`config.mk`:
```
export PLATFORM = sky130hd
export DESIGN_NAME = base64_stream_encoder_flat
export DESIGN_NICKNAME = d
export VERILOG_FILES = /design/src/b64e_pkg.sv /design/src/b64e_in_if.sv /design/src/b64e_out_if.sv /design/src/b64e_front.sv /design/src/b64e_queue.sv /design/src/b64e_back.sv /design/src/base64_stream_encoder.sv /design/src/flat_wrapper.sv
export VERILOG_INCLUDE_DIRS = /design/src /design/src/src
export SDC_FILE = /design/constraint.sdc
export NUM_CORES = 1
export LEC_CHECK = 0
export BUFFER_PORTS_ARGS = -buffer_cell sky130_fd_sc_hd__clkbuf_2
export CAP_MARGIN = 0
export CORE_MARGIN = 5
export CORE_UTILIZATION = 55
export CTS_CLUSTER_SIZE = 16
export DETAILED_ROUTE_END_ITERATION = 10
export GPL_ROUTABILITY_DRIVEN = 1
export GPL_TIMING_DRIVEN = 0
export HOLD_SLACK_MARGIN = 0.1
export PLACE_DENSITY = 0.69
export SLEW_MARGIN = 20
export SYNTH_ARGS = -nofsm -noshare
export SYNTH_HDL_FRONTEND = slang
export SYNTH_HIERARCHICAL = 1
export SYNTH_SLANG_ARGS = --single-unit
```
`constraint.sdc`:
```
create_clock -name clk -period 5.2 [get_ports clk]
set_clock_uncertainty 0.2 [all_clocks]
set_input_delay 0.26 -clock clk [delete_from_list [all_inputs] [get_ports clk]]
set_output_delay 0.26 -clock clk [all_outputs]
set_load 0.03 [all_outputs]
```
`src/base64_stream_encoder_macros.svh`:
```
// Assertion macros shared by the encoder modules.
// Every property is sampled on the rising clock and is off while reset is held.
`ifndef BASE64_STREAM_ENCODER_MACROS_SVH
`define BASE64_STREAM_ENCODER_MACROS_SVH

`ifndef ASSERT_OFF

// Checks that a property holds at every clock edge outside reset.
`define B64E_ASSERT(label, clk, rst_n, prop) \
  label: assert property (@(posedge clk) disable iff (!rst_n) (prop)) \
    else $error("base64 encoder assertion failed");

// Checks that a condition is never true outside reset.
`define B64E_NEVER(label, clk, rst_n, cond) \
  label: assert property (@(posedge clk) disable iff (!rst_n) !(cond)) \
    else $error("base64 encoder forbidden condition seen");

`else

`define B64E_ASSERT(label, clk, rst_n, prop)
`define B64E_NEVER(label, clk, rst_n, cond)

`endif

`endif

```
`src/b64e_pkg.sv`:
```
package b64e_pkg;

  // Depth of the job queue between the front and back parts.
  localparam int QUEUE_DEPTH = 2;

  // ASCII code of the pad character.
  localparam logic [6:0] PAD_CHAR = 7'd61;

  // Most characters that a single byte can produce.
  localparam int MAX_CHARS = 4;

  // One byte's worth of output characters, ready to be sent in order.
  typedef struct packed {
    logic [MAX_CHARS-1:0][6:0] chars;
    logic [1:0]                n_m1;  // number of characters minus one
    logic                      fin;   // the last character ends the message
  } job_t;

  // Maps a six-bit value to its character in the standard alphabet.
  function automatic logic [6:0] b64_char(input logic [5:0] v);
    logic [6:0] ext;
    ext = {1'b0, v};
    if (v < 6'd26) begin
      b64_char = ext + 7'd65;
    end else if (v < 6'd52) begin
      b64_char = ext + 7'd71;
    end else if (v < 6'd62) begin
      b64_char = ext - 7'd4;
    end else if (v == 6'd62) begin
      b64_char = 7'd43;
    end else begin
      b64_char = 7'd47;
    end
  endfunction

endpackage

```
`src/b64e_in_if.sv`:
```
interface b64e_in_if;
  logic       valid;
  logic       ready;
  logic [7:0] data_byte;
  logic       final_byte;

  modport source (output valid, output data_byte, output final_byte, input ready);
  modport sink (input valid, input data_byte, input final_byte, output ready);
endinterface

```
`src/b64e_out_if.sv`:
```
interface b64e_out_if;
  logic       valid;
  logic       ready;
  logic [6:0] out_char;
  logic       last_char;

  modport source (output valid, output out_char, output last_char, input ready);
  modport sink (input valid, input out_char, input last_char, output ready);
endinterface

```
`src/b64e_front.sv`:
```
`include "base64_stream_encoder_macros.svh"

module b64e_front (
  input  logic          clk,
  input  logic          rst_n,
  b64e_in_if.sink       in_ch,
  input  logic          full,
  output logic          push,
  output b64e_pkg::job_t job
);

  localparam logic [1:0] PH0 = 2'd0;
  localparam logic [1:0] PH1 = 2'd1;
  localparam logic [1:0] PH2 = 2'd2;

  logic [1:0] phase_r, phase_nxt;
  logic [3:0] carry_r, carry_nxt;
  logic [7:0] b;
  logic       fin;

  assign b      = in_ch.data_byte;
  assign fin    = in_ch.final_byte;
  assign in_ch.ready = !full;
  assign push   = in_ch.valid && !full;

  // Split the byte into characters according to the position in the group.
  always_comb begin
    phase_nxt = phase_r;
    carry_nxt = carry_r;
    job.chars = {b64e_pkg::MAX_CHARS{b64e_pkg::PAD_CHAR}};
    job.n_m1  = 2'd0;
    job.fin   = fin;
    case (phase_r)
      PH1: begin
        job.chars[0] = b64e_pkg::b64_char({carry_r[1:0], b[7:4]});
        if (fin) begin
          job.chars[1] = b64e_pkg::b64_char({b[3:0], 2'b00});
          job.n_m1     = 2'd2;
        end else begin
          carry_nxt = b[3:0];
          phase_nxt = PH2;
        end
      end
      PH2: begin
        job.chars[0] = b64e_pkg::b64_char({carry_r, b[7:6]});
        job.chars[1] = b64e_pkg::b64_char(b[5:0]);
        job.n_m1     = 2'd1;
        carry_nxt    = 4'd0;
        phase_nxt    = PH0;
      end
      default: begin
        // Start of a group; the unused phase code behaves the same way.
        job.chars[0] = b64e_pkg::b64_char(b[7:2]);
        if (fin) begin
          job.chars[1] = b64e_pkg::b64_char({b[1:0], 4'b0000});
          job.n_m1     = 2'd3;
        end else begin
          carry_nxt = {2'b00, b[1:0]};
          phase_nxt = PH1;
        end
      end
    endcase
    // A final byte closes the message and the next byte opens a new one.
    if (fin) begin
      phase_nxt = PH0;
      carry_nxt = 4'd0;
    end
  end

  // Group position and leftover bits advance on each accepted beat.
  always_ff @(posedge clk) begin
    if (!rst_n) begin
      phase_r <= PH0;
      carry_r <= 4'd0;
    end else if (push) begin
      phase_r <= phase_nxt;
      carry_r <= carry_nxt;
    end
  end

  `B64E_NEVER(a_phase_legal, clk, rst_n, phase_r == 2'd3)
  `B64E_ASSERT(a_final_restarts, clk, rst_n, (push && fin) |=> (phase_r == PH0 && carry_r == 4'd0))

endmodule

```
`src/b64e_queue.sv`:
```
`include "base64_stream_encoder_macros.svh"

module b64e_queue #(
  parameter int QDEPTH = b64e_pkg::QUEUE_DEPTH
) (
  input  logic           clk,
  input  logic           rst_n,
  input  logic           push,
  input  b64e_pkg::job_t push_job,
  output logic           full,
  input  logic           pop,
  output b64e_pkg::job_t pop_job,
  output logic           empty
);

  localparam int PW = (QDEPTH > 1) ? $clog2(QDEPTH) : 1;
  localparam int CW = $clog2(QDEPTH + 1);

  b64e_pkg::job_t entries_r [QDEPTH];
  logic [PW-1:0] wr_ptr_r, wr_ptr_nxt;
  logic [PW-1:0] rd_ptr_r, rd_ptr_nxt;
  logic [CW-1:0] cnt_r, cnt_nxt;

  assign full    = (cnt_r == CW'(QDEPTH));
  assign empty   = (cnt_r == '0);
  assign pop_job = entries_r[rd_ptr_r];

  // Pointer wrap and occupancy count.
  always_comb begin
    wr_ptr_nxt = wr_ptr_r;
    rd_ptr_nxt = rd_ptr_r;
    cnt_nxt    = cnt_r;
    if (push) begin
      wr_ptr_nxt = (wr_ptr_r == PW'(QDEPTH - 1)) ? '0 : wr_ptr_r + 1'b1;
    end
    if (pop) begin
      rd_ptr_nxt = (rd_ptr_r == PW'(QDEPTH - 1)) ? '0 : rd_ptr_r + 1'b1;
    end
    if (push && !pop) begin
      cnt_nxt = cnt_r + 1'b1;
    end else if (pop && !push) begin
      cnt_nxt = cnt_r - 1'b1;
    end
  end

  always_ff @(posedge clk) begin
    if (!rst_n) begin
      wr_ptr_r <= '0;
      rd_ptr_r <= '0;
      cnt_r    <= '0;
    end else begin
      wr_ptr_r <= wr_ptr_nxt;
      rd_ptr_r <= rd_ptr_nxt;
      cnt_r    <= cnt_nxt;
    end
  end

  // Job storage is written at the write pointer.
  always_ff @(posedge clk) begin
    if (push) begin
      entries_r[wr_ptr_r] <= push_job;
    end
  end

  `B64E_NEVER(a_no_overflow, clk, rst_n, push && full)
  `B64E_NEVER(a_no_underflow, clk, rst_n, pop && empty)

endmodule

```
`src/b64e_back.sv`:
```
`include "base64_stream_encoder_macros.svh"

module b64e_back (
  input  logic           clk,
  input  logic           rst_n,
  input  logic           empty,
  input  b64e_pkg::job_t pop_job,
  output logic           pop,
  b64e_out_if.source     out_ch
);

  b64e_pkg::job_t cur_r;
  logic           cur_valid_r;
  logic [1:0]     idx_r;
  logic           out_valid_r;
  logic [6:0]     out_char_r;
  logic           out_last_r;
  logic           out_load;
  logic           cur_done;
  logic           at_end;

  assign out_load = !out_valid_r || out_ch.ready;
  assign at_end   = (idx_r == cur_r.n_m1);
  assign cur_done = cur_valid_r && out_load && at_end;
  assign pop      = !empty && (!cur_valid_r || cur_done);

  // Current job and the index of the next character to send.
  always_ff @(posedge clk) begin
    if (!rst_n) begin
      cur_valid_r <= 1'b0;
      idx_r       <= 2'd0;
    end else if (pop) begin
      cur_valid_r <= 1'b1;
      idx_r       <= 2'd0;
    end else if (cur_done) begin
      cur_valid_r <= 1'b0;
      idx_r       <= 2'd0;
    end else if (cur_valid_r && out_load) begin
      idx_r <= idx_r + 2'd1;
    end
  end

  always_ff @(posedge clk) begin
    if (pop) begin
      cur_r <= pop_job;
    end
  end

  // Output register: one character per beat.
  always_ff @(posedge clk) begin
    if (!rst_n) begin
      out_valid_r <= 1'b0;
    end else if (out_load) begin
      out_valid_r <= cur_valid_r;
    end
  end

  always_ff @(posedge clk) begin
    if (out_load) begin
      out_char_r <= cur_r.chars[idx_r];
      out_last_r <= cur_r.fin && at_end;
    end
  end

  assign out_ch.valid     = out_valid_r;
  assign out_ch.out_char  = out_char_r;
  assign out_ch.last_char = out_last_r;

  `B64E_ASSERT(a_idx_in_job, clk, rst_n, cur_valid_r |-> (idx_r <= cur_r.n_m1))

endmodule

```
`src/base64_stream_encoder.sv`:
```
// Base64 stream encoder (standard alphabet A-Z a-z 0-9 + /, '=' padding).
// in_ch carries one raw byte per beat in data_byte; final_byte marks the
// last byte of a message. out_ch carries one ASCII character per beat in
// out_char; last_char is set on the final character of the message.
// A byte yields one or two characters; a final byte yields two to four,
// including the pad characters that complete the last group.
// An accepted byte's first character passes the job queue, the current-job
// register and the output register to out_ch. out_ch delivers one character
// per cycle while out_ch.ready is high, four characters per three bytes for
// a long message; the single output register sets that rate.
// A byte enters the job queue in the cycle it is accepted; in_ch.ready drops
// only while the queue is full.
// When the receiver stalls, the current character holds in the output
// register, the queue fills, and then in_ch.ready goes low.
// Reset clears the group position, the leftover bits, the queue and the
// output register; the first byte after reset starts a new message.
module base64_stream_encoder #(
  parameter int QDEPTH = b64e_pkg::QUEUE_DEPTH
) (
  input  logic       clk,
  input  logic       rst_n,
  b64e_in_if.sink    in_ch,
  b64e_out_if.source out_ch
);

  b64e_pkg::job_t push_job;
  b64e_pkg::job_t pop_job;
  logic           push;
  logic           pop;
  logic           full;
  logic           empty;

  // Front: byte splitting and group tracking.
  b64e_front u_front (
    .clk   (clk),
    .rst_n (rst_n),
    .in_ch (in_ch),
    .full  (full),
    .push  (push),
    .job   (push_job)
  );

  // Queue between the two parts.
  b64e_queue #(
    .QDEPTH (QDEPTH)
  ) u_queue (
    .clk      (clk),
    .rst_n    (rst_n),
    .push     (push),
    .push_job (push_job),
    .full     (full),
    .pop      (pop),
    .pop_job  (pop_job),
    .empty    (empty)
  );

  // Back: character sequencing and output register.
  b64e_back u_back (
    .clk     (clk),
    .rst_n   (rst_n),
    .empty   (empty),
    .pop_job (pop_job),
    .pop     (pop),
    .out_ch  (out_ch)
  );

endmodule

```
`src/flat_wrapper.sv`:
```
// flat-port wrapper written by rule: the top's interface ports become plain ports
module base64_stream_encoder_flat 
#(
  parameter int QDEPTH = b64e_pkg::QUEUE_DEPTH
)
  (clk, rst_n, in_ch_valid, in_ch_data_byte, in_ch_final_byte, in_ch_ready, out_ch_valid, out_ch_out_char, out_ch_last_char, out_ch_ready);
  b64e_in_if in_ch_i ();
  b64e_out_if out_ch_i ();
  input  logic clk;
  input  logic rst_n;
  input wire logic [$bits(in_ch_i.valid)-1:0] in_ch_valid;
  input wire logic [$bits(in_ch_i.data_byte)-1:0] in_ch_data_byte;
  input wire logic [$bits(in_ch_i.final_byte)-1:0] in_ch_final_byte;
  output wire logic [$bits(in_ch_i.ready)-1:0] in_ch_ready;
  output wire logic [$bits(out_ch_i.valid)-1:0] out_ch_valid;
  output wire logic [$bits(out_ch_i.out_char)-1:0] out_ch_out_char;
  output wire logic [$bits(out_ch_i.last_char)-1:0] out_ch_last_char;
  input wire logic [$bits(out_ch_i.ready)-1:0] out_ch_ready;
  assign in_ch_i.valid = in_ch_valid;
  assign in_ch_i.data_byte = in_ch_data_byte;
  assign in_ch_i.final_byte = in_ch_final_byte;
  assign in_ch_ready = in_ch_i.ready;
  assign out_ch_valid = out_ch_i.valid;
  assign out_ch_out_char = out_ch_i.out_char;
  assign out_ch_last_char = out_ch_i.last_char;
  assign out_ch_i.ready = out_ch_ready;
  base64_stream_encoder #(.QDEPTH(QDEPTH)) u_core (.clk(clk), .rst_n(rst_n), .in_ch(in_ch_i), .out_ch(out_ch_i));
endmodule
```
==> results of run 1 <==
[kinds of logic after synthesis]
kind of cell,after synthesis,share of synthesized area
flops,116,0.513
other cells,2,0.00115
fa+ha+maj,25,0.0481
compound gates,142,0.155
buf+inv,75,0.0602
mux,46,0.0916
simple gates,137,0.108
xor+xnor,17,0.0240
[worst max-delay path by stage]
stage,from,end,cells after the start
after CTS,u_core/u_front/carry_r[0],u_core/u_queue/entries_r[0][5],9
final,u_core/u_front/carry_r[0],u_core/u_queue/entries_r[0][5],9
after global placement,u_core/u_back/cur_r[2],u_core/u_queue/cnt_r[1],7
after detailed placement,in_ch_data_byte[1],u_core/u_queue/entries_r[1][14],13
after floorplan,u_core/u_back/cur_r[2],u_core/u_queue/cnt_r[1],7
after global routing,u_core/u_front/carry_r[0],u_core/u_queue/entries_r[1][5],9
[metal layers]
metal  vias up  global-route usage  wire length, µm
li1       2215                   -                -
met1      2273               0.281             6360
met2       173               0.369             7590
met3        18              0.0382              738
met4         0              0.0659              193
met5         -                   0                0
[critical path: cells and delay by family (launching register included)]
family	cells	cell delay (ns)
flip-flops	1	0.43
AO/OA/AOI/OAI	3	0.67
AND/OR/NAND/NOR	1	0.22
multiplexers	1	0.32
adder cells (fa/ha/maj)	1	0.29
buffers and inverters	3	0.80
[power groups by stage]
| stage | registers (mW) | logic [mW] | clock network, mW |
|---|---|---|---|
| 4_1_cts | 1.45 | 0.860 | 1.38 |
| 6_report | 1.45 | 0.856 | 1.36 |
| 5_1_grt | 1.47 | 0.926 | 1.43 |
| 3_5_place_dp | 1.46 | 0.848 | 0 |
| 2_1_floorplan | 1.51 | 0.523 | 0 |
| 3_3_place_gp | 1.47 | 0.772 | 0 |
[state kept, by name, summed over array words and instances, names as in the netlist, named ones only]
register / cells
u_core/u_queue/entries_r: 62
u_core/u_back/cur_r: 31
u_core/u_back/out_ch.out_char: 7
u_core/u_front/carry_r: 4
u_core/u_back/idx_r: 2
u_core/u_front/phase_r: 2
u_core/u_queue/cnt_r: 2
u_core/u_back/cur_valid_r: 1
u_core/u_back/out_ch.last_char: 1
u_core/u_back/out_ch.valid: 1
u_core/u_queue/rd_ptr_r: 1
u_core/u_queue/wr_ptr_r: 1
[cell type report]
cell class,count,area [µm²]
Fill cell,859,3850
Sequential cell,116,3330
Timing Repair Buffer,27,210
Clock inverter,10,224
Multi-Input combinational cell,381,2840
Tap cell,143,179
Clock buffer,22,484
Inverter,27,101
Buffer,48,290
[cells in the final DEF, fill, tap and decap left out, types with 5 or more instances in the layout]
| master | count |
|---|---|
| clkbuf_1 | 11 |
| a211oi_1 | 9 |
| buf_4 | 15 |
| mux4_2 | 7 |
| conb_1 | 14 |
| a21boi_0 | 8 |
| mux2_2 | 33 |
| o21ai_0 | 17 |
| clkbuf_2 | 22 |
| inv_1 | 27 |
| a21o_1 | 5 |
| clkbuf_16 | 17 |
| a21oi_1 | 25 |
| nor3_1 | 8 |
| o211ai_1 | 9 |
| a31oi_1 | 14 |
| and3_1 | 5 |
| nand2_1 | 42 |
| bufinv_16 | 7 |
| buf_2 | 18 |
| nor2b_1 | 9 |
| ha_1 | 25 |
| edfxtp_1 | 101 |
| xnor2_1 | 13 |
| nand2b_1 | 5 |
| nand3_1 | 17 |
| nor2_1 | 21 |
| o2111ai_1 | 6 |
| dfxtp_1 | 15 |
==> reports/results.txt, run 1 <==
outcome -> finished clean
endpoint class of the critical path -> register
CTS Buffer Depth -> 2
grt ovf -> 0
Tot GR Track Use -> 0.216
P per Cell Area -> 479 mW/mm²
count of final max-slew check failures -> 0
Avg Cell Area, Syn -> 11.6 µm²
Slew headroom -> 0.554
top cells by area, synth -> edfxtp_1 47%, mux2_2 5.7%, ha_1 4.8%, dfxtp_1 4.6%, mux4_2 2.4%
Detail Route Antenna Nets -> 0
Setup crit start kind -> register
Post-synth EDFFs -> 101
Iteration-0 DRC Markers -> 409
PortBufs -> 21
Pleak -> 2.81 nW
root cell of the clock tree -> clkbuf_16
ys async rst share -> 0
Req. time, crit path -> 5.19 ns
Worst path slowest cell -> clkbuf_1
power share of the combinational group -> 0.233
r2r setup slk -> 2.04 ns
placed cells -> 739
commonest cells in the netlist -> 101 x edfxtp_1, 42 x nand2_1, 33 x mux2_2, 27 x inv_1
CTS tree -> done
Flop pwr share -> 0.395
Initial Util -> 0.565
Synth Register Bits -> 116
switching share of power -> 0.263
First-pass DRT Iterations -> 5
postcts setup bufs -> 0
delay of the slowest critical-path stage -> 0.44 ns
min cycle time layout -> 3.16 ns
post-route cell area -> 0.00766 mm²
CTS Buf Count -> 17
DRC -> 0
fmax -> 317 MHz
Hold Vio Cnt, Final -> 0
placed cell areas -> 0.00692 mm²
RSZ-0062 raised after global routing -> no
Ports -> 23
cell breakdown of the critical path -> clkbuf_1, inv_1, ha_1, and3b_1, clkbuf_2, mux2_4, a211oi_2, o21ai_1, a31oi_1
HPWL after detailed placement -> 10400 µm
GPL Wtd Cong -> 0.941
Hold EP -> u_core/u_front/phase_r[1]
most numerous cell in the Yosys netlist -> edfxtp_1
crit path DAT -> 3.14 ns
fin nets -> 656
Sw Pwr -> 0.964 mW
DR vias -> 4679
fin util -> 0.665
Setup WS pre-CTS -> 2.13 ns
fin crit share -> 0.607
setup tns final -> 0 ns
Cell variety after synth -> 75
Reg-to-Reg End -> u_core/u_queue/entries_r[0][5]
layout cells sized above 1 -> 0.230
register area share after synthesis -> 0.513
# diodes -> 0
clock latency at the later pin of the worst-skew pair -> 0.40 ns
die height -> 119 µm
synthesized instance count -> 560
warnings from Yosys -> 6
FP Rows -> 39
Post-synth top flop -> edfxtp_1
clock-pin slew on the worst setup and hold paths -> 0.05 ns
hold_sp -> in_ch_valid
Worst Setup Path Type -> reg2reg
crit-path max FO -> 10
mapped cell area -> 0.00650 mm²
vias in the first global route -> 4575
first-pass GRT wire length -> 24100 µm
antenna violations before repair -> 0
post-cts repair resize count -> 0
Synth top area share -> 0.466
DR WL/cell -> 19.2 µm
setup violators final -> 0
Core Area -> 0.0115 mm²
Hold Buf Count CTS -> 3
Cells on Worst Hold Path -> 4
H-tree levels -> 4
total power -> 3.67 mW
maximum VDD drop -> 0.000257 V
worst slew pin tran -> 0.652 ns
Total Wirelength -> 14900 µm
Die Area -> 0.0141 mm²
worst r2r path cells -> 9
Vias/cell -> 6.05
Finished Layout Cells -> 774
synth-to-layout area growth -> 17.8%
Setup WS post-layout -> 2.04 ns
largest net degree at the start of global routing -> 29
Reg2Reg Launch Point -> u_core/u_front/carry_r[0]
internal power -> 2.71 mW
die width -> 119 µm
hold_ws -> 0.133 ns
Clk network pwr share -> 0.372
cell taking the most area after synthesis -> edfxtp_1
Worst Hold Class -> in2reg
Num Clock Sinks -> 116
number of max-cap violations -> 0
No activity file was read; power rests on OpenSTA's default activity.
==> inputs of run 2 (changes only) <==
--- a/config.mk
+++ b/config.mk
@@ -6,6 +6,7 @@
 export SDC_FILE = /design/constraint.sdc
 export NUM_CORES = 1
 export LEC_CHECK = 0
+export ABC_AREA = 1
 export BUFFER_PORTS_ARGS = -buffer_cell sky130_fd_sc_hd__clkbuf_2
 export CAP_MARGIN = 0
 export CORE_MARGIN = 5
@@ -15,7 +16,7 @@
 export GPL_ROUTABILITY_DRIVEN = 1
 export GPL_TIMING_DRIVEN = 0
 export HOLD_SLACK_MARGIN = 0.1
-export PLACE_DENSITY = 0.69
+export PLACE_DENSITY = 0.72
 export SLEW_MARGIN = 20
 export SYNTH_ARGS = -nofsm -noshare
 export SYNTH_HDL_FRONTEND = slang
==> constraint.sdc (replaced) <==
create_clock -name clk -period 2.6 [get_ports clk]
set_clock_uncertainty 0.2 [all_clocks]
set_input_delay 0.13 -clock clk [delete_from_list [all_inputs] [get_ports clk]]
set_output_delay 0.13 -clock clk [all_outputs]
set_load 0.03 [all_outputs]
==> run 2 against run 1 <==
Against the previous run:
- clock power increased by 63%
- first-iteration DRC count decreased by 29%
- fmax increased by 30%
- synthesized cell count increased by 21%
- register-to-register slack got worse by 1.9 ns
- combinational power increased by 140%
- sequential power increased by 110%
- wire length decreased by 2.1%
- final cell count increased by 17%
- flip-flop and latch count unchanged
- utilization decreased by 2.2 points
- critical path type unchanged
- largest cell class unchanged
- highest routed layer unchanged
==> reports/results.txt, run 2 <==
maximum VDD drop -> 0.000435 V
cell taking the most area after synthesis -> edfxtp_1
r2r setup slk -> 0.17 ns
switching share of power -> 0.308
Reg2Reg Launch Point -> u_core/u_front/carry_r[0]
Num Clock Sinks -> 116
Critical path origin -> u_core/u_front/carry_r[0]
Avg Cell Area, Syn -> 9.68 µm²
top cells by area, synth -> edfxtp_1 46%, nand2_1 7.8%, mux2_2 5.3%, ha_1 4.8%, dfxtp_1 4.6%
CTS Buffer Depth -> 2
DR vias -> 4928
Initial Util -> 0.553
worst slew pin tran -> 1.03 ns
Worst Hold Class -> in2reg
PortBufs -> 22
Synth top area share -> 0.462
first-pass GRT wire length -> 23500 µm
sequential cell area -> 0.00333 mm²
Cell variety after synth -> 41
Clk network pwr share -> 0.305
# diodes -> 0
synth-to-layout area growth -> 16.3%
die width -> 119 µm
clock latency at the later pin of the worst-skew pair -> 0.40 ns
Slew headroom -> 0.313
Pleak -> 3.03 nW
number of max-cap violations -> 0
Worst Setup Path Type -> reg2reg
most numerous cell in the Yosys netlist -> nand2_1
power share of the combinational group -> 0.283
HPWL after detailed placement -> 10400 µm
endpoint class of the critical path -> register
Ports -> 23
worst r2r path cells -> 11
crit-path max FO -> 8
Die Area -> 0.0142 mm²
fmax -> 412 MHz
outcome -> finished clean
synthesized instance count -> 678
layout cells sized above 1 -> 0.228
Core Area -> 0.0119 mm²
largest net degree at the start of global routing -> 32
H-tree levels -> 4
register area share after synthesis -> 0.508
footprint of the multi-input gates -> 0.00274 mm²
commonest non-fill, non-tap cell in the layout -> nand2_1
fin nets -> 781
Iteration-0 DRC Markers -> 291
Req. time, crit path -> 2.53 ns
DRC -> 0
CTS tree -> done
warnings from Yosys -> 6
root cell of the clock tree -> clkbuf_16
mapped cell area -> 0.00656 mm²
P per Cell Area -> 950 mW/mm²
fill count -> 982
crit path DAT -> 2.36 ns
min cycle time layout -> 2.43 ns
Reg-to-Reg End -> u_core/u_queue/entries_r[0][5]
hold_ws -> 0.128 ns
Post-synth top flop -> edfxtp_1
Total Wirelength -> 14600 µm
Setup crit start kind -> register
Reg with most FFs -> u_core/u_queue/entries_r
most frequent cells in the layout -> 137 x nand2_1, 101 x edfxtp_1, 51 x nand3_1, 49 x nor2_1, 42 x inv_1
Synth Register Bits -> 116
vias in the first global route -> 4787
ys async rst share -> 0
CTS Buf Count -> 17
FP Rows -> 40
fin crit share -> 0.934
Sw Pwr -> 2.23 mW
count of final max-slew check failures -> 0
DR WL/cell -> 16.1 µm
setup tns final -> 0 ns
RSZ-0062 raised after global routing -> no
clock-pin slew on the worst setup and hold paths -> 0.05 ns
setup violators final -> 0
max FFs per register -> 62
antenna violations before repair -> 0
grt ovf -> 0
Tot GR Track Use -> 0.211
Hold Vio Cnt, Final -> 0
Flop pwr share -> 0.412
die height -> 119 µm
end of the critical path -> u_core/u_queue/entries_r[0][5]
GPL Wtd Cong -> 0.877
First-pass DRT Iterations -> 5
commonest cells in the netlist -> 137 x nand2_1, 101 x edfxtp_1, 51 x nand3_1, 50 x nor2_1, 43 x inv_1
Vias/cell -> 5.46
Detail Route Antenna Nets -> 0
internal power -> 5.02 mW
Post-synth EDFFs -> 101
-- run 2: changes by cell type in the layout (fill, tap and decap cells not counted), moves of 9 or more --
cell,before,now
o21ai_0,17,38
nand3_1,17,51
inv_1,27,42
nand2_1,42,137
nor2b_1,9,0
inv_2,0,21
o21ai_1,2,14
a31oi_1,14,4
clkbuf_1,11,1
buf_2,18,4
buf_4,15,26
xor2_1,3,12
nor2_1,21,49
-- run 2: worst min-delay path by stage --
stage / slack, ns / from / depth (start not counted) / endpoint
global route: 0.14 / in_ch_data_byte[3] / 4 / u_core/u_front/carry_r[3]
global placement: 0.24 / rst_n / 3 / u_core/u_queue/wr_ptr_r
finish: 0.13 / in_ch_data_byte[3] / 4 / u_core/u_front/carry_r[3]
floorplan: 0.05 / rst_n / 2 / u_core/u_queue/wr_ptr_r
CTS: 0.11 / in_ch_data_byte[3] / 4 / u_core/u_front/carry_r[3]
detailed placement: 0.25 / rst_n / 3 / u_core/u_queue/wr_ptr_r
-- run 2: power by group through the flow --
stage	Sequential, mW	Clock, mW	Combinational [mW]
6_report	2.99	2.21	2.05
5_1_grt	3.04	2.33	2.25
4_1_cts	3.00	2.25	2.04
3_5_place_dp	3.02	0	1.99
3_3_place_gp	3.00	0	1.92
2_1_floorplan	3.09	0	1.35
-- run 2: metrics by stage --
stage | setup WS, ns | instance area [µm²] | utilization | total power [mW] | cells
floorplan | 0.0929 | 6620 | - | 4.44 | 690
global placement | -0.306 | 6920 | 0.583 | 4.93 | 859
detailed placement | -0.212 | 6950 | 0.586 | 5.01 | 860
CTS | 0.0175 | 7600 | 0.641 | 7.29 | 900
global route | 0.00228 | 7630 | 0.643 | 7.61 | 903
finish | 0.171 | 7630 | 0.643 | 7.25 | 903
-- run 2: routing by layer --
metal,track usage,vias up,share of wire
met5,0,-,0
met4,0.0847,0,0.019
met3,0.0499,21,0.043
met2,0.376,134,0.52
met1,0.243,2334,0.42
li1,-,2439,-
-- run 2: timing repair --
item / in CTS / in global routing
buffers inserted: 0 / 3
gates cloned: 1 / 0
setup endpoints to repair: 2 / 6
gates resized for setup: 0 / 5
hold buffers: 7 / 0
pin swaps: 1 / 1
hold endpoints to repair: 23 / 0
-- run 2: cells by family (layout without fill, tap and decap cells) --
kind of cell	after synthesis	count (layout)	synth area share
AOI/OAI and AO/OA	106	107	0.0919
xor gates and xnor gates	17	17	0.0227
adders and majority gates	25	25	0.0477
buffers and inverters	104	169	0.0865
DFF	116	116	0.508
muxes	31	31	0.0532
other	2	14	0.00114
and+or+nand+nor	277	277	0.189
-- run 2: area by class of cell --
| type | instances | area share |
|---|---|---|
| Sequential cell | 116 | 0.437 |
| Timing Repair Buffer | 33 | 0.0305 |
| Clock inverter | 14 | 0.0187 |
| Clock buffer | 18 | 0.0562 |
| Multi-Input combinational cell | 471 | 0.359 |
| Tap cell | 147 | 0.0241 |
| Inverter | 66 | 0.0331 |
| Buffer | 38 | 0.0418 |
-- run 2: worst max-delay path: stages (launching register included) --
cell	delay, ns
dfxtp_1	0.38
buf_2	0.23
inv_1	0.16
ha_1	0.27
nor2_4	0.23
inv_2	0.07
a21oi_2	0.18
nand2_1	0.08
nand3_1	0.09
nand2_1	0.08
nand2_1	0.08
a21oi_1	0.10
==> inputs of run 3 (changes only) <==
--- a/config.mk
+++ b/config.mk
@@ -11,6 +11,7 @@
 export CAP_MARGIN = 0
 export CORE_MARGIN = 5
 export CORE_UTILIZATION = 55
+export CTS_BUF_LIST = sky130_fd_sc_hd__clkbuf_2
 export CTS_CLUSTER_SIZE = 16
 export DETAILED_ROUTE_END_ITERATION = 10
 export GPL_ROUTABILITY_DRIVEN = 1
==> run 3 against run 2 <==
Against the previous run:
- die area unchanged
- critical path depth unchanged
- total power decreased by 15%
- critical path type unchanged
==> reports/results.txt, run 3 (synthesis results as in run 2) <==
synth-to-layout area growth -> 12.3%
fin util -> 0.622
Worst Hold Class -> in2reg
Pleak -> 2.92 nW
HPWL after detailed placement -> 10400 µm
Slew headroom -> 0.371
number of max-cap violations -> 0
DR WL/cell -> 15.7 µm
clock-pin slew on the worst setup and hold paths -> 0.15 ns
post-route cell area -> 0.00737 mm²
grt ovf -> 0
count of final max-slew check failures -> 0
fill count -> 1012
Flop pwr share -> 0.482
Sw Pwr -> 2.09 mW
DR vias -> 4953
P per Cell Area -> 835 mW/mm²
Critical path origin -> u_core/u_front/carry_r[0]
Reg with most FFs -> u_core/u_queue/entries_r
vias in the first global route -> 4764
DRC -> 0
placed cells -> 860
Clk network pwr share -> 0.181
root cell of the clock tree -> clkbuf_2
largest net degree at the start of global routing -> 32
Iteration-0 DRC Markers -> 293
end of the critical path -> u_core/u_queue/entries_r[0][5]
H-tree levels -> 4
Vias/cell -> 5.43
PortBufs -> 22
First-pass DRT Iterations -> 6
power share of the combinational group -> 0.337
Detail Route Antenna Nets -> 0
internal power -> 4.07 mW
CTS Buf Count -> 17
max FFs per register -> 62
worst slew pin tran -> 0.943 ns
RSZ-0062 raised after global routing -> no
sequential cell area -> 0.00333 mm²
die height -> 119 µm
first-pass GRT wire length -> 23400 µm
Ports -> 23
GPL Wtd Cong -> 0.877
Finished Layout Cells -> 912
footprint of the multi-input gates -> 0.00274 mm²
CTS Buffer Depth -> 2
Num Clock Sinks -> 116
outcome -> finished clean
most frequent cells in the layout -> 137 x nand2_1, 101 x edfxtp_1, 51 x nand3_1, 49 x nor2_1, 42 x inv_1
r2r setup slk -> 0.15 ns
crit path DAT -> 2.61 ns
Req. time, crit path -> 2.75 ns
placed cell areas -> 0.00695 mm²
clock latency at the later pin of the worst-skew pair -> 0.60 ns
Setup crit start kind -> register
commonest non-fill, non-tap cell in the layout -> nand2_1
fin crit share -> 0.943
Reg-to-Reg End -> u_core/u_queue/entries_r[0][5]
fmax -> 408 MHz
FP Rows -> 40
endpoint class of the critical path -> register
Total Wirelength -> 14300 µm
die width -> 119 µm
switching share of power -> 0.339
Worst Setup Path Type -> reg2reg
antenna violations before repair -> 1
Hold Vio Cnt, Final -> 0
total power -> 6.16 mW
crit-path max FO -> 8
Initial Util -> 0.553
fin nets -> 789
Tot GR Track Use -> 0.208
Core Area -> 0.0119 mm²
setup violators final -> 0
maximum VDD drop -> 0.000291 V
CTS tree -> done
Die Area -> 0.0142 mm²
worst r2r path cells -> 11
Reg2Reg Launch Point -> u_core/u_front/carry_r[0]
layout cells sized above 1 -> 0.224
min cycle time layout -> 2.45 ns
[run 3: cell types whose count changed in the layout (fill, tap and decap cells not counted), sizes merged]
cell and delta:
dlygate4sd3 +10, diode +1, buf -2
[run 3: routing by layer]
| layer | global-route usage | wire [µm] | up-vias |
|---|---|---|---|
| li1 | - | - | 2458 |
| met2 | 0.380 | 7560 | 142 |
| met4 | 0.0681 | 172 | 0 |
| met3 | 0.0408 | 684 | 14 |
| met5 | 0 | 0 | - |
| met1 | 0.244 | 5910 | 2339 |
[run 3: worst min path at each step]
stage	endpoint	startpoint	slack, ns	depth (start not counted)
2_1_floorplan	u_core/u_queue/wr_ptr_r	rst_n	0.05	2
3_3_place_gp	u_core/u_queue/wr_ptr_r	rst_n	0.24	3
3_5_place_dp	u_core/u_queue/wr_ptr_r	rst_n	0.25	3
4_1_cts	u_core/u_queue/entries_r[1][0]	in_ch_final_byte	0.20	3
5_1_grt	u_core/u_queue/entries_r[1][0]	in_ch_final_byte	0.23	3
6_report	u_core/u_queue/entries_r[1][0]	in_ch_final_byte	0.30	3
[run 3: worst max-delay path, cell delays in order, from the launching register on]
cell	delay, ns
dfxtp_1	0.42
buf_2	0.23
inv_1	0.16
ha_1	0.27
nor2_4	0.23
inv_2	0.07
a21oi_2	0.18
nand2_1	0.08
nand3_1	0.10
nand2_1	0.07
nand2_1	0.08
a21oi_1	0.11
[run 3: layout make-up]
cell class | count | area share
diodes | 1 | 0.000339
inverters | 66 | 0.0343
clock inverters | 14 | 0.0193
plain buffers | 38 | 0.0428
well taps | 147 | 0.0249
multi-input cells | 471 | 0.371
repair buffers | 41 | 0.0428
clock buffers | 18 | 0.0122
flip-flops and latches | 116 | 0.452
[run 3: per-stage QoR]
stage / TNS, ns / setup slack [ns] / hold slack [ns]
after floorplan: 0 / 0.0929 / 0.0508
after global placement: -9.75 / -0.306 / 0.243
after detailed placement: -0.369 / -0.212 / 0.250
after CTS: 0 / 0.0476 / 0.203
after global routing: 0 / 0.0268 / 0.227
final: 0 / 0.149 / 0.297
[run 3: power groups by stage]
| stage | Combinational (mW) | Clock [mW] | Sequential [mW] |
|---|---|---|---|
| after global placement | 1.92 | 0 | 3.00 |
| after floorplan | 1.35 | 0 | 3.09 |
| after detailed placement | 1.99 | 0 | 3.02 |
| after global routing | 2.27 | 1.23 | 3.03 |
| final | 2.07 | 1.11 | 2.97 |
| after CTS | 2.07 | 1.16 | 2.98 |
[run 3: timing repair]
item,in CTS,in global routing
pin swaps,1,0
buffers inserted,1,0
setup endpoints to repair,2,1
endpoints found under the hold margin,53,0
gates resized for setup,0,1
gates cloned,1,0
hold buffers,17,0
